[config.mk]
export PLATFORM = sky130hd
export DESIGN_NAME = rcpwm_width_store
export DESIGN_NICKNAME = d
export VERILOG_FILES = /design/src/rtl/core/rcpwm_pkg.sv /design/src/rtl/core/rcpwm_width_store.sv
export SDC_FILE = /design/constraint.sdc
export NUM_CORES = 1
export LEC_CHECK = 0
export BUFFER_PORTS_ARGS = -buffer_cell sky130_fd_sc_hd__buf_4
export CORE_ASPECT_RATIO = 0.6
export CORE_MARGIN = 8
export CORE_UTILIZATION = 40
export DETAILED_ROUTE_END_ITERATION = 10
export HOLD_SLACK_MARGIN = 0.06
export SYNTH_ARGS = -nofsm -noshare
export SYNTH_HDL_FRONTEND = slang
export SYNTH_SLANG_ARGS = --single-unit
export TNS_END_PERCENT = 100
[constraint.sdc]
create_clock -name clk -period 8.3 [get_ports clk]
set_clock_uncertainty 0.2 [all_clocks]
set_input_delay 2.075 -clock clk [delete_from_list [all_inputs] [get_ports clk]]
set_output_delay 2.075 -clock clk [all_outputs]
set_load 0.01 [all_outputs]
[src/rtl/core/rcpwm_pkg.sv]
// Shared types, codes, reset values and the width clamp for the RC-PWM pulse generator.
package rcpwm_pkg;

  // Request kinds
  typedef enum logic [2:0] {
    KIND_WRITE     = 3'd0,
    KIND_READ      = 3'd1,
    KIND_RESET_ALL = 3'd2,
    KIND_START     = 3'd3,
    KIND_TICK      = 3'd4
  } kind_t;

  // Configuration register indexes
  typedef enum logic [2:0] {
    REG_ENABLE        = 3'd0,
    REG_CHANNEL_COUNT = 3'd1,
    REG_PULSE_MIN     = 3'd2,
    REG_PULSE_MAX     = 3'd3,
    REG_PULSE_NEUTRAL = 3'd4
  } reg_idx_t;

  localparam int KIND_W  = 3;
  localparam int CHAN_W  = 3;
  localparam int WIDTH_W = 16;
  localparam int COUNT_W = 4;
  localparam int PINS_W  = 8;
  localparam int CFG_IDX_W  = 3;
  localparam int CFG_DATA_W = 16;

  localparam logic [COUNT_W-1:0] RST_CHANNEL_COUNT = 4'd1;
  localparam logic [WIDTH_W-1:0] RST_PULSE_MIN     = 16'd1000;
  localparam logic [WIDTH_W-1:0] RST_PULSE_MAX     = 16'd2000;
  localparam logic [WIDTH_W-1:0] RST_PULSE_NEUTRAL = 16'd1500;
  localparam logic [WIDTH_W-1:0] ELAPSED_SAT       = 16'hFFFF;

  // Control from the sequencer to the width store
  typedef struct packed {
    logic write;
    logic clear;
  } store_ctl_t;

  // Lower bound wins first, then upper bound
  function automatic logic [WIDTH_W-1:0] clamp_width(input logic [WIDTH_W-1:0] w,
                                                     input logic [WIDTH_W-1:0] lo,
                                                     input logic [WIDTH_W-1:0] hi);
    logic [WIDTH_W-1:0] r;
    if (w < lo) r = lo;
    else if (w > hi) r = hi;
    else r = w;
    return r;
  endfunction

endpackage

[src/rtl/core/rcpwm_width_store.sv]
// Per-channel pulse width registers with one write port, bulk load and one read port.
module rcpwm_width_store import rcpwm_pkg::*; #(
  parameter int DEPTH = 8,
  parameter int IDX_W = 3
) (
  input  logic               clk,
  input  logic               rst,
  input  store_ctl_t         ctl,
  input  logic [IDX_W-1:0]   wr_idx,
  input  logic [WIDTH_W-1:0] wr_data,
  input  logic [WIDTH_W-1:0] clear_data,
  input  logic [IDX_W-1:0]   rd_idx,
  output logic [WIDTH_W-1:0] rd_data
);

  logic [WIDTH_W-1:0] widths [DEPTH];

  // Bulk load overrides a single write
  always_ff @(posedge clk) begin
    if (rst) begin
      for (int i = 0; i < DEPTH; i++) widths[i] <= '0;
    end else if (ctl.clear) begin
      for (int i = 0; i < DEPTH; i++) widths[i] <= clear_data;
    end else if (ctl.write) begin
      widths[wr_idx] <= wr_data;
    end
  end

  // Indexes past the depth read as zero
  always_comb begin
    if (32'(rd_idx) < DEPTH) rd_data = widths[rd_idx];
    else rd_data = '0;
  end

endmodule

-- After elaboration in Yosys (flattened, before gate mapping)
Memory sizes are Yosys's and may differ from the RTL's.
Cells that the tools add are included.
W data, S select, Z words.
- RAM bits: 128
- bits in registers: 0
- memories: 1
- output and inout port bits: 16
- reductions and logical operators: 1
- bitwise gates (word level): 8
- mux-type cells: 20
- memories (name ; depth ; width ; read ports ; clocked after memory_dff ; write ports ; line ; RTL):
    widths ; 8 ; 16 ; 1 ; 0 ; 8 ; rcpwm_width_store.sv:16 ; logic [WIDTH_W-1:0] widths [DEPTH];
- operators by type and width (operator ; number):
    $mux W16 ; 9
    $reduce_or A16 Y1 ; 1
    $mux W1 ; 10
    $or A1 B1 Y1 ; 8
    $mux W3 ; 1

-- Logic depth before layout (Yosys ltp)
Gate-level depths: netlist of the first run.
- depth in word-level cells: 6
- depth in mapped cells: 5

-- Worst setup path after synthesis of the first run
Ideal clock, no wire load.
- kind: input to output
- start point: input rd_idx[0]
- end point: output rd_data[0]
- data required time: 6.025 ns
- data arrival time: 3.405 ns
- stages on the path: 4
- slack: 2.620 ns
- path through: clkbuf_1 buf_2 mux4_2 mux2_2
- longest elaborated chain between the ends: 1
- ends and longest elaborated chain (item ; line ; RTL):
    from (decl) ; rcpwm_width_store.sv:12 ; input logic [IDX_W-1:0] rd_idx,
    $mem_v2 Z8 W16 ; - ;
    to (decl) ; rcpwm_width_store.sv:13 ; output logic [WIDTH_W-1:0] rd_data
Every way passes these cells.

-- Worst setup path after layout of the first run
- start point: input rd_idx[0]
- end point: output rd_data[15]
Same word-level chain as after synthesis.

==> results_tabular.tex, run 1 <==
\begin{tabular}{lr}
\hline
Metric & Value \\
\hline
\multicolumn{2}{l}{\textbf{Outcome}} \\
\quad Status & finished clean \\
\multicolumn{2}{l}{\textbf{Pwr}} \\
\quad Proportion of total power due to net switching & 21.9\% \\
\quad Pwr per Cell Area & 225 nW/µm² \\
\quad Net Switching & 0.000375 W \\
\quad Relative contribution of sequential cells to total power & 46.2\% \\
\quad VDD IR max & roughly 0.12 mV \\
\quad Internal Power & between 0.001 and 0.0015 W \\
\quad Leakage power summed over all cells & 3.55 nW \\
\quad Part of the total power dissipated in combinational logic & between 10\% and 20\% \\
\quad Relative contribution of the clock network to total power & 43.0\% \\
\multicolumn{2}{l}{\textbf{Clock tree}} \\
\quad Clock transition at the register clock pins on the worst setup and hold paths after CTS & 0.06 ns \\
\quad TritonCTS clock tree & yes \\
\quad Clock Tree Root & clkbuf\_16 \\
\quad Longest Clk Path Bufs & 2 \\
\quad Post-CTS sizing & 0 \\
\quad Clock tree sinks & 128 \\
\quad Post-CTS Setup Inserts & 0 \\
\quad Clock H-tree levels & 4 \\
\quad Number of buffers added by the clock tree synthesis step & 17 \\
\quad Cts-stage hold buffer count & 0 \\
\multicolumn{2}{l}{\textbf{Route}} \\
\quad DRC marker count from the first detailed-route iteration & 355 \\
\quad Via count of the routed design & 3,794 \\
\quad Wirelength, routed & $\sim$17 mm \\
\quad Total iterations of the first detailed-routing run & 4 \\
\quad Wire length per cell after detailed routing & 25.1 µm \\
\quad Drt drc & 0 \\
\quad Average vias per placed instance & 5.71 \\
\quad Residual antenna-violating net count after detailed routing & 0 \\
\multicolumn{2}{l}{\textbf{STA}} \\
\quad Relative slew margins & 24.6\% \\
\quad Final hold violation count & 0 \\
\quad Number of failing setup endpoints in the final timing report & 0 \\
\quad Fin worst setup slack & about 2.3 ns \\
\quad Aggregate negative setup slack & 0 ns \\
\quad Unrepaired setup endpoints after global routing & false \\
\quad Number of pins exceeding their max-slew limit in the final report & 0 \\
\quad Slew at the pin with the worst max-slew slack & between 1 and 1.5 ns \\
\quad Min cycle time layout & 5.97 ns \\
\quad Fmax achieved & about 170 MHz \\
\quad Tcrit/Tclk final & 72.0\% \\
\quad Worst hold margin & $\sim$1.8 ns \\
\multicolumn{2}{l}{\textbf{Logic synthesis}} \\
\quad Yosys reg bits & 128 \\
\quad Post-Syn Area per Cell & between 15 and 20 µm² \\
\quad Post-synthesis sequential area ratio & 59.4\% \\
\quad Count of synthesis-stage warnings from yosys & 0 \\
\quad Post-synthesis instance total & 411 \\
\quad Net Count, Synth & 453 \\
\quad Unique cell type count in the Yosys netlist & 27 \\
\quad Post-synthesis instance area & 6470 µm² \\
\multicolumn{2}{l}{\textbf{Critical path}} \\
\quad Crit-path cells & buf\_4, mux4\_2, mux2\_2, buf\_4 \\
\quad Data arrival time of the worst path & 3.70 ns \\
\quad Worst path required time & roughly 6.0 ns \\
\quad Critical path endpoint category & output pin \\
\quad Startpoint Class & primary input \\
\quad Launch point of the critical path & rd\_idx[0] \\
\quad Peak fanout along the critical path & 32 \\
\quad Crit-path slowest cell & mux4\_2 \\
\quad Cell type with the highest occurrence count on the critical path & buf\_4 \\
\quad Critical path class & in -> out \\
\quad Slowest stage delay, CP & 0.61 ns \\
\multicolumn{2}{l}{\textbf{Die}} \\
\quad Overall die area & 20,600 µm² \\
\quad Num rows & 36 \\
\quad Chip Width & 180 µm \\
\quad Core area & 16,000 µm² \\
\quad Effective utilization at floorplan & between 40\% and 50\% \\
\quad Die Y-Extent & between 100 and 150 µm \\
\quad I/O pin total & 58 \\
\multicolumn{2}{l}{\textbf{Min path}} \\
\quad Type of the worst min-delay path & in -> reg \\
\quad Hold wc startpoint & wr\_data[6] \\
\multicolumn{2}{l}{\textbf{Finish}} \\
\quad Registers with the highest flip-flop counts & widths x128 \\
\quad Register with the most flip-flops & widths \\
\quad Ant diodes & 0 \\
\quad Relative area change from synthesis to final layout & 17.5\% \\
\quad Final net count & 485 \\
\quad Flip-flop count of the largest register, all copies and words added & 128 \\
\quad Filler instances & about 1,400 \\
\quad Fraction of final layout cells sized beyond drive strength 1 & 40.4\% \\
\multicolumn{2}{l}{\textbf{GRT}} \\
\quad GRT Residual Overflow & 0 \\
\quad Vias in the first global route & 3,925 \\
\quad GR Layer Usage met3 & 5.01\% \\
\quad Wire length of the first global-routing pass & 24.9 mm \\
\quad Met2 global-route usage & 23.9\% \\
\quad Gr usage total & 16.6\% \\
\quad Number of antenna violations at the first check in global routing & 0 \\
\quad Busiest layer in global routing & met2 \\
\quad GR Util met1 & 23.8\% \\
\quad Pin count of the biggest net entering global routing & 33 \\
\multicolumn{2}{l}{\textbf{Placement}} \\
\quad Half-perimeter wire length after detailed placement & 10.0 mm \\
\quad Count of input and output buffers & 57 \\
\quad Placer's final routability congestion estimate & 0.727 \\
\quad Dpl ws & between 2 and 2.5 ns \\
\multicolumn{2}{l}{\textbf{Flow run}} \\
\quad Max-cap violations & 0 \\
\hline
\end{tabular}
-- worst max-delay path, delay by kind of cell --
family | cells | cell delay [ns]
muxes | 2 | 0.90
buffers and inverters | 2 | 0.69
-- cells in the mapped netlist --
| cell type | instances | area [µm²] |
|---|---|---|
| o21ai_0 | 4 | 20.0 |
| nor4_4 | 1 | 21.3 |
| nand2_1 | 1 | 3.75 |
| nand2b_1 | 3 | 18.8 |
| mux4_2 | 32 | 721 |
| nor4b_4 | 1 | 23.8 |
| buf_1 | 17 | 63.8 |
| buf_4 | 2 | 15.0 |
| edfxtp_1 | 128 | 3840 |
| or3b_1 | 1 | 8.76 |
| and2_1 | 1 | 6.26 |
| nor2b_1 | 16 | 100 |
| and2_0 | 13 | 81.3 |
| mux2_2 | 39 | 439 |
| and3b_1 | 2 | 17.5 |
| clkbuf_1 | 25 | 93.8 |
| or4b_1 | 1 | 10.0 |
| buf_2 | 9 | 45.0 |
| or3b_2 | 1 | 8.76 |
| buf_6 | 1 | 11.3 |
| nor4_2 | 1 | 12.5 |
| nand3b_4 | 1 | 20.0 |
| mux2_4 | 9 | 135 |
| a21o_1 | 96 | 721 |
| nand3b_1 | 1 | 7.51 |
| nor2_2 | 2 | 12.5 |
| nor2_1 | 3 | 11.3 |
-- power groups by stage --
| stage | clock network, W | logic [W] | registers (W) |
|---|---|---|---|
| floorplan | 0 | 0.000119 | 0.000796 |
| finish | 0.000736 | 0.000185 | 0.000790 |
| detailed placement | 0 | 0.000187 | 0.000803 |
| global placement | 0 | 0.000184 | 0.000802 |
| CTS | 0.000746 | 0.000188 | 0.000790 |
| global route | 0.000776 | 0.000200 | 0.000795 |
-- area by class of cell --
type	count	area, µm²	share of cell area [%]
sequential	128	3840	50.6
multi-input combinational	229	2420	31.8
timing repair buffer	67	503	6.62
clock buffer	19	433	5.69
tap	209	262	3.44
clock inverter	12	144	1.89
-- cells in the final DEF (no fill, tap or decap), types with 2 or more instances in the layout --
cell        count
buf_4          67
clkinv_2        3
mux2_4          9
and3b_1         2
nand2b_1        3
clkbuf_16      17
edfxtp_1      128
o21ai_1         2
o21ai_2         2
nor4_4          2
nor2_1          2
clkbuf_1        2
nor2b_1        16
and2_0         13
bufinv_16       3
clkinvlp_4      3
clkinv_1        2
a21o_1         96
mux4_2         32
mux2_2         39
nor2_2          3
-- metal layers --
metal / share of wire (%) / vias up
met1: 48 / 1945
met3: 8.4 / 16
li1: - / 1664
met5: 0 / -
met2: 43 / 169
met4: 1.1 / 0
-- per-stage QoR --
stage	area (µm²)	std cells	util, %	total power [W]
2_1_floorplan	6470	411	-	0.000915
3_3_place_gp	7030	633	43.8	0.000985
3_5_place_dp	7030	633	43.8	0.000990
4_1_cts	7600	664	47.4	0.00172
5_1_grt	7600	664	47.4	0.00177
6_report	7600	664	47.4	0.00171
-- cells by family (layout without fill, tap and decap cells) --
kind of cell | count (synthesis) | count (layout) | synth area share (%)
and+or+nand+nor | 49 | 49 | 5.63
buffers and inverters | 54 | 98 | 3.54
muxes | 80 | 80 | 20.0
DFF | 128 | 128 | 59.4
AOI/OAI and AO/OA | 100 | 100 | 11.4
-- path summary, 6_finish.rpt --
kind	cells past startpoint	slack, ns	endpoint
setup / recovery	4	2.33	rd_data[15]
hold / removal	2	1.80	widths[3][6]
(Power assumes the default switching activity.)
==> inputs of run 2 (changes only) <==
==> constraint.sdc (replaced) <==
create_clock -name clk -period 5 [get_ports clk]
set_clock_uncertainty 0.2 [all_clocks]
set_input_delay 1.25 -clock clk [delete_from_list [all_inputs] [get_ports clk]]
set_output_delay 1.25 -clock clk [all_outputs]
set_load 0.01 [all_outputs]
==> run 2 against run 1 <==
  * Critical path depth rose by 1
  * Via count rose by 0.32%
  * First-iteration DRC count shrank 14%
  * Routed wire length decreased by 1.3%
  * Worst setup slack lost 1.4 ns
  * Combinational power up 69%
  * Final cell count is 1.4% higher
  * Count of clock-buffer cells in the layout is 2 lower
  * Core utilization grew 0.64 points
  * Clock power is 74% higher
  * Die area did not move
  * Power rose by 70%
  * Largest cell class unchanged
  * Largest power group unchanged
==> results_tabular.tex, run 2 (same netlist as run 1, synthesis figures left out) <==
\begin{tabular}{lr}
\hline
Metric & Value \\
\hline
\multicolumn{2}{l}{\textbf{Outcome}} \\
\quad Status & finished clean \\
\multicolumn{2}{l}{\textbf{Die}} \\
\quad Chip Width & between 150 and 200 µm \\
\quad Num rows & 36 \\
\quad I/O pin total & 58 \\
\quad Core area & 16,000 µm² \\
\quad Overall die area & about 21,000 µm² \\
\quad Die Y-Extent & around 110 µm \\
\quad Effective utilization at floorplan & between 40\% and 50\% \\
\multicolumn{2}{l}{\textbf{Critical path}} \\
\quad Worst path required time & 3.55 ns \\
\quad Crit-path cells & buf\_4, buf\_12, mux4\_2, mux2\_2, buf\_4 \\
\quad Bufs and invs on worst path & 3 \\
\quad Startpoint Class & primary input \\
\quad Critical path endpoint category & output pin \\
\quad Critical path class & in -> out \\
\quad Peak fanout along the critical path & 32 \\
\quad Slowest stage delay, CP & 0.56 ns \\
\quad Cell type with the highest occurrence count on the critical path & buf\_4 \\
\quad CP delay by family, top & multiplexers \\
\quad Data arrival time of the worst path & 2.63 ns \\
\quad Crit-path slowest cell & mux4\_2 \\
\multicolumn{2}{l}{\textbf{Placement}} \\
\quad Placed standard-cell area & 7100 µm² \\
\quad Half-perimeter wire length after detailed placement & 10.2 mm \\
\quad Placer's final routability congestion estimate & 0.761 \\
\quad Placed Cells incl. Taps & 641 \\
\quad Count of input and output buffers & 57 \\
\multicolumn{2}{l}{\textbf{Pwr}} \\
\quad Leakage power summed over all cells & 3.61 nW \\
\quad Net Switching & 0.000665 W \\
\quad Relative contribution of sequential cells to total power & 45.2\% \\
\quad Internal Power & 0.00224 W \\
\quad Part of the total power dissipated in combinational logic & 10.8\% \\
\quad Pwr per Cell Area & approximately 380 nW/µm² \\
\quad Relative contribution of the clock network to total power & between 40\% and 50\% \\
\quad Proportion of total power due to net switching & about 23\% \\
\quad VDD IR max & roughly 0.23 mV \\
\quad Pwr Total & approximately 0.0029 W \\
\multicolumn{2}{l}{\textbf{Route}} \\
\quad Drt drc & 0 \\
\quad Total iterations of the first detailed-routing run & 5 \\
\quad Via count of the routed design & 3,806 \\
\quad Average vias per placed instance & 5.66 \\
\quad Residual antenna-violating net count after detailed routing & 0 \\
\quad Wirelength, routed & 16.5 mm \\
\quad DRC marker count from the first detailed-route iteration & 307 \\
\quad Wire length per cell after detailed routing & roughly 24 µm \\
\multicolumn{2}{l}{\textbf{STA}} \\
\quad Slew at the pin with the worst max-slew slack & 0.937 ns \\
\quad Final hold violation count & 0 \\
\quad Tcrit/Tclk final & 81.5\% \\
\quad Number of failing setup endpoints in the final timing report & 0 \\
\quad Number of pins exceeding their max-slew limit in the final report & 0 \\
\quad Relative slew margins & 37.4\% \\
\quad Aggregate negative setup slack & 0 ns \\
\quad Fmax achieved & between 200 and 250 MHz \\
\quad Min cycle time layout & 4.08 ns \\
\quad Unrepaired setup endpoints after global routing & false \\
\multicolumn{2}{l}{\textbf{Clock tree}} \\
\quad Post-CTS Setup Inserts & 0 \\
\quad Longest Clk Path Bufs & 2 \\
\quad Post-CTS sizing & 0 \\
\quad Clock transition at the register clock pins on the worst setup and hold paths after CTS & roughly 0.060 ns \\
\quad Clock Tree Root & clkbuf\_16 \\
\quad Clock H-tree levels & 4 \\
\quad Number of buffers added by the clock tree synthesis step & 17 \\
\quad Clock tree sinks & 128 \\
\quad Cts-stage hold buffer count & 0 \\
\quad TritonCTS clock tree & yes \\
\multicolumn{2}{l}{\textbf{Finish}} \\
\quad Flip-flop count of the largest register, all copies and words added & 128 \\
\quad Registers with the highest flip-flop counts & widths x128 \\
\quad Fin area & 7710 µm² \\
\quad Top library cells by usage in the layout, fill and taps aside & edfxtp\_1, a21o\_1, buf\_4, mux2\_2, mux4\_2 \\
\quad Ant diodes & 0 \\
\quad Relative area change from synthesis to final layout & 19.1\% \\
\quad Filler instances & 1,399 \\
\quad Fraction of final layout cells sized beyond drive strength 1 & 42.2\% \\
\quad Final net count & 493 \\
\quad Register with the most flip-flops & widths \\
\quad Most common cell after layout, fill and taps aside & edfxtp\_1 \\
\quad Final instance count without filler cells & 673 \\
\multicolumn{2}{l}{\textbf{Min path}} \\
\quad Cell count of the worst hold path & 2 \\
\quad Hold Crit Endpoint & widths[5][3] \\
\quad Hold wc startpoint & wr\_data[3] \\
\quad Type of the worst min-delay path & in -> reg \\
\multicolumn{2}{l}{\textbf{GRT}} \\
\quad Gr usage total & 16.4\% \\
\quad Wire length of the first global-routing pass & about 25 mm \\
\quad GRT Residual Overflow & 0 \\
\quad Number of antenna violations at the first check in global routing & 0 \\
\quad Pin count of the biggest net entering global routing & 33 \\
\quad Vias in the first global route & roughly 4,000 \\
\multicolumn{2}{l}{\textbf{Flow run}} \\
\quad Max-cap violations & 0 \\
\hline
\end{tabular}
==> run 2: final cells by class <==
type | count | area (µm²) | area share (%)
clock buffers | 17 | 425 | 5.52
clock inverters | 15 | 184 | 2.39
multi-input cells | 229 | 2420 | 31.4
flip-flops and latches | 128 | 3840 | 49.9
well taps | 209 | 262 | 3.39
repair buffers | 75 | 576 | 7.47
==> run 2: per-layer routing <==
layer  vias up  share of wire (%)  track usage [%]  routed length [µm]
met5         -                  0                0                   0
met3        15                6.7             5.45                1110
met2       161                 42             23.3                6890
met4         0               0.96             4.11                 158
met1      1951                 50             23.5                8300
li1       1679                  -                -                   -
==> run 2: per-stage QoR <==
stage | hold slack, ns | worst slack, ns | utilization [%]
after CTS | 0.953 | 0.902 | 48.1
after detailed placement | 1.39 | 0.907 | 44.3
final | 0.971 | 0.923 | 48.1
after global routing | 0.960 | 0.853 | 48.1
after floorplan | 1.42 | 0.970 | -
after global placement | 1.38 | 0.907 | 44.3
==> run 2: worst max path at each step <==
| stage | slack [ns] | depth (start not counted) | startpoint | endpoint |
|---|---|---|---|---|
| 2_1_floorplan | 0.97 | 4 | rd_idx[0] | rd_data[0] |
| 3_3_place_gp | 0.91 | 5 | rd_idx[0] | rd_data[14] |
| 3_5_place_dp | 0.91 | 5 | rd_idx[0] | rd_data[14] |
| 4_1_cts | 0.90 | 5 | rd_idx[0] | rd_data[15] |
| 5_1_grt | 0.85 | 5 | rd_idx[0] | rd_data[15] |
| 6_report | 0.92 | 5 | rd_idx[0] | rd_data[15] |
==> run 2: power groups by stage <==
stage | registers [W] | logic [W] | clock network [W]
4_1_cts | 0.00131 | 0.000316 | 0.00130
6_report | 0.00131 | 0.000312 | 0.00128
3_3_place_gp | 0.00133 | 0.000309 | 0
5_1_grt | 0.00132 | 0.000337 | 0.00134
3_5_place_dp | 0.00133 | 0.000314 | 0
2_1_floorplan | 0.00132 | 0.000197 | 0
==> inputs of run 3 (changes only) <==
--- a/config.mk
+++ b/config.mk
@@ -5,6 +5,7 @@
 export SDC_FILE = /design/constraint.sdc
 export NUM_CORES = 1
 export LEC_CHECK = 0
+export ABC_AREA = 1
 export BUFFER_PORTS_ARGS = -buffer_cell sky130_fd_sc_hd__buf_4
 export CORE_ASPECT_RATIO = 0.6
 export CORE_MARGIN = 8
==> constraint.sdc (replaced) <==
create_clock -name clk -period 4.3 [get_ports clk]
set_clock_uncertainty 0.2 [all_clocks]
set_input_delay 1.075 -clock clk [delete_from_list [all_inputs] [get_ports clk]]
set_output_delay 1.075 -clock clk [all_outputs]
set_load 0.01 [all_outputs]
==> run 3 against run 2 <==
  * First-iteration DRC count up 87%
  * Count of clock-buffer cells in the layout unchanged
  * Die area is 9.0% higher
  * Routed wire length is 24% higher
  * Design area rose by 8.6%
  * Sequential power grew 16%
  * Global-route usage is 2.3 points higher
  * Critical path type unchanged
  * Synthesized cell count is 110% higher
  * Highest routed layer unchanged
  * Via count is 48% higher
  * Critical path depth rose by 3
  * Core utilization rose by 0.27 points
  * Non-clock buffer count decreased by 3
==> results_tabular.tex, run 3 <==
\begin{tabular}{lr}
\hline
Metric & Value \\
\hline
\multicolumn{2}{l}{\textbf{Finish}} \\
\quad Fin area & 8370 µm² \\
\quad Ant diodes & 0 \\
\quad Flip-flop count of the largest register, all copies and words added & 128 \\
\quad Register with the most flip-flops & widths \\
\quad Most common cell after layout, fill and taps aside & nand2\_1 \\
\quad Final net count & 955 \\
\quad Relative area change from synthesis to final layout & 17.3\% \\
\quad Registers with the highest flip-flop counts & widths x128 \\
\quad Fraction of final layout cells sized beyond drive strength 1 & 16.3\% \\
\quad Top library cells by usage in the layout, fill and taps aside & nand2\_1, inv\_1, edfxtp\_1, buf\_4, nand3\_1 \\
\quad Filler instances & around 1,700 \\
\multicolumn{2}{l}{\textbf{Logic synthesis}} \\
\quad Post-synthesis instance total & 860 \\
\quad Ys async rst share & 0\% \\
\quad Post-synth top area cell & edfxtp\_1 \\
\quad Top area cells in the synthesized netlist & edfxtp\_1, nand2\_1, inv\_1, nand3\_1, o21ai\_2 \\
\quad Most used standard cells in the synthesized netlist & nand2\_1, inv\_1, edfxtp\_1 \\
\quad Yosys reg bits & around 130 \\
\quad EDFF count, synth & 128 \\
\quad Prevailing post-synth register cell & edfxtp\_1 \\
\quad Count of synthesis-stage warnings from yosys & 0 \\
\quad Net Count, Synth & 902 \\
\quad Most numerous cell in the Yosys netlist & nand2\_1 \\
\quad Post-Syn Area per Cell & 8.29 µm² \\
\quad Post-synthesis instance area & slightly above 7000 µm² \\
\quad Post-synthesis sequential area ratio & 53.9\% \\
\quad Proportion of netlist area held by the largest area contributor & 53.9\% \\
\quad Unique cell type count in the Yosys netlist & 19 \\
\multicolumn{2}{l}{\textbf{Critical path}} \\
\quad Startpoint Class & primary input \\
\quad Data arrival time of the worst path & 2.33 ns \\
\quad Critical path endpoint category & output pin \\
\quad Critical path class & in -> out \\
\quad Peak fanout along the critical path & 20 \\
\quad Worst path required time & 3.02 ns \\
\quad Launch point of the critical path & rd\_idx[1] \\
\quad Critical Path End & rd\_data[13] \\
\multicolumn{2}{l}{\textbf{Min path}} \\
\quad Type of the worst min-delay path & in -> reg \\
\multicolumn{2}{l}{\textbf{Clock tree}} \\
\quad Post-CTS sizing & 0 \\
\quad Longest Clk Path Bufs & 2 \\
\quad Number of buffers added by the clock tree synthesis step & 17 \\
\quad Post-CTS Setup Inserts & 0 \\
\quad Clock Tree Root & clkbuf\_16 \\
\quad TritonCTS clock tree & yes \\
\quad Clock tree sinks & 128 \\
\quad Cts-stage hold buffer count & 0 \\
\quad Clock H-tree levels & 4 \\
\quad Clock transition at the register clock pins on the worst setup and hold paths after CTS & 0.06 ns \\
\multicolumn{2}{l}{\textbf{Route}} \\
\quad Post-route met1 wirelength & 10.1 mm \\
\quad Wire length per cell after detailed routing & 17.6 µm \\
\quad Via count of the routed design & 5,649 \\
\quad Residual antenna-violating net count after detailed routing & 0 \\
\quad Average vias per placed instance & just under 5 \\
\quad Uppermost metal layer occupied by signal nets & met4 \\
\quad DRC marker count from the first detailed-route iteration & 573 \\
\quad Drt drc & 0 \\
\quad Wirelength, routed & 20.5 mm \\
\quad Sum of met3 wire segment lengths after detailed routing & $\sim$1.6 mm \\
\quad Detail Route met2 WL & 8.40 mm \\
\quad Total iterations of the first detailed-routing run & 5 \\
\multicolumn{2}{l}{\textbf{STA}} \\
\quad Relative slew margins & 57.3\% \\
\quad Final hold violation count & 0 \\
\quad Min cycle time layout & 3.61 ns \\
\quad Number of failing setup endpoints in the final timing report & 0 \\
\quad Number of pins exceeding their max-slew limit in the final report & 0 \\
\quad Aggregate negative setup slack & 0 ns \\
\quad Unrepaired setup endpoints after global routing & false \\
\quad Fmax achieved & 277 MHz \\
\quad Tcrit/Tclk final & 83.9\% \\
\quad Slew at the pin with the worst max-slew slack & 0.639 ns \\
\multicolumn{2}{l}{\textbf{Placement}} \\
\quad Placed standard-cell area & 7770 µm² \\
\quad Placer's final routability congestion estimate & 0.787 \\
\quad Half-perimeter wire length after detailed placement & 12.9 mm \\
\quad Count of input and output buffers & 57 \\
\multicolumn{2}{l}{\textbf{GRT}} \\
\quad GRT Residual Overflow & 0 \\
\quad Vias in the first global route & 5,426 \\
\quad Number of antenna violations at the first check in global routing & 0 \\
\quad Wire length of the first global-routing pass & 31.9 mm \\
\quad Pin count of the biggest net entering global routing & 51 \\
\quad Gr usage total & 18.7\% \\
\multicolumn{2}{l}{\textbf{Die}} \\
\quad Num rows & 37 \\
\quad Chip Width & 188 µm \\
\quad Overall die area & 22,500 µm² \\
\quad Effective utilization at floorplan & around two fifths \\
\quad I/O pin total & 58 \\
\quad Die Y-Extent & 119 µm \\
\quad Core area & 17,300 µm² \\
\multicolumn{2}{l}{\textbf{Pwr}} \\
\quad VDD IR max & 0.266 mV \\
\quad Pwr per Cell Area & a little over 400 nW/µm² \\
\quad Leakage power summed over all cells & 4.15 nW \\
\quad Pwr Total & 0.00342 W \\
\multicolumn{2}{l}{\textbf{Flow run}} \\
\quad Max-cap violations & 0 \\
\multicolumn{2}{l}{\textbf{Outcome}} \\
\quad Status & finished clean \\
\hline
\end{tabular}
[run 3: changes by cell type after synthesis, moves of 35 or more]
cell     before  now
nand2_1       1  329
inv_1         0  166
a21o_1       96    0
nand3_1       0   66
mux2_2       39    0
o21ai_2       0   35
[run 3: critical path, stage by stage]
cell and delay, ns:
buf_4 0.11, inv_1 0.44, buf_12 0.25, nand3_1 0.09, nand2_1 0.10, nand2_1 0.07
nand2_1 0.07, buf_4 0.11
[run 3: cell type report]
type,count,area [µm²],share of cell area (%)
multi-input combinational,526,2420,28.9
timing repair buffer,72,578,6.91
tap,234,293,3.50
clock inverter,15,169,2.02
sequential,128,3840,45.9
inverter,168,638,7.63
clock buffer,17,425,5.08
[run 3: how the worst min path moves through the flow]
stage,start,end,slack (ns),cells past startpoint
2_1_floorplan,wr_data[0],widths[3][0],1.05,2
3_3_place_gp,wr_data[2],widths[3][2],1.16,3
3_5_place_dp,wr_data[2],widths[3][2],1.16,3
6_report,wr_data[1],widths[5][1],0.73,3
5_1_grt,wr_data[2],widths[3][2],0.74,3
4_1_cts,wr_data[1],widths[5][1],0.73,3
[run 3: cell families (layout without fill, tap and decap cells)]
kind of cell / Yosys count / count (layout) / share of synthesized area [%]
DFF: 128 / 128 / 53.9
AOI/OAI and AO/OA: 98 / 98 / 8.72
and+or+nand+nor: 428 / 428 / 25.1
buffers and inverters: 206 / 272 / 12.3
[run 3: metal layers]
layer | vias up | global-route usage, %
met5 | - | 0
met4 | 0 | 5.11
met3 | 23 | 4.49
met2 | 236 | 26.3
met1 | 2580 | 27.9
li1 | 2810 | -
[run 3: power by group]
part | switching, W | internal (W) | total (W)
clock network | 0.000562 | 0.000906 | 0.00147
registers | 0.0000259 | 0.00149 | 0.00152
logic | 0.000283 | 0.000150 | 0.000433
total | 0.000870 | 0.00255 | 0.00342
[run 3: stage by stage]
| step | util [%] | setup slack, ns | hold WS [ns] | instances |
|---|---|---|---|---|
| floorplan | - | 1.02 | 1.05 | 860 |
| global route | 48.3 | 0.589 | 0.736 | 1160 |
| finish | 48.3 | 0.693 | 0.731 | 1160 |
| detailed placement | 44.9 | 0.730 | 1.16 | 1128 |
| global placement | 44.9 | 0.729 | 1.16 | 1128 |
| CTS | 48.3 | 0.728 | 0.728 | 1160 |
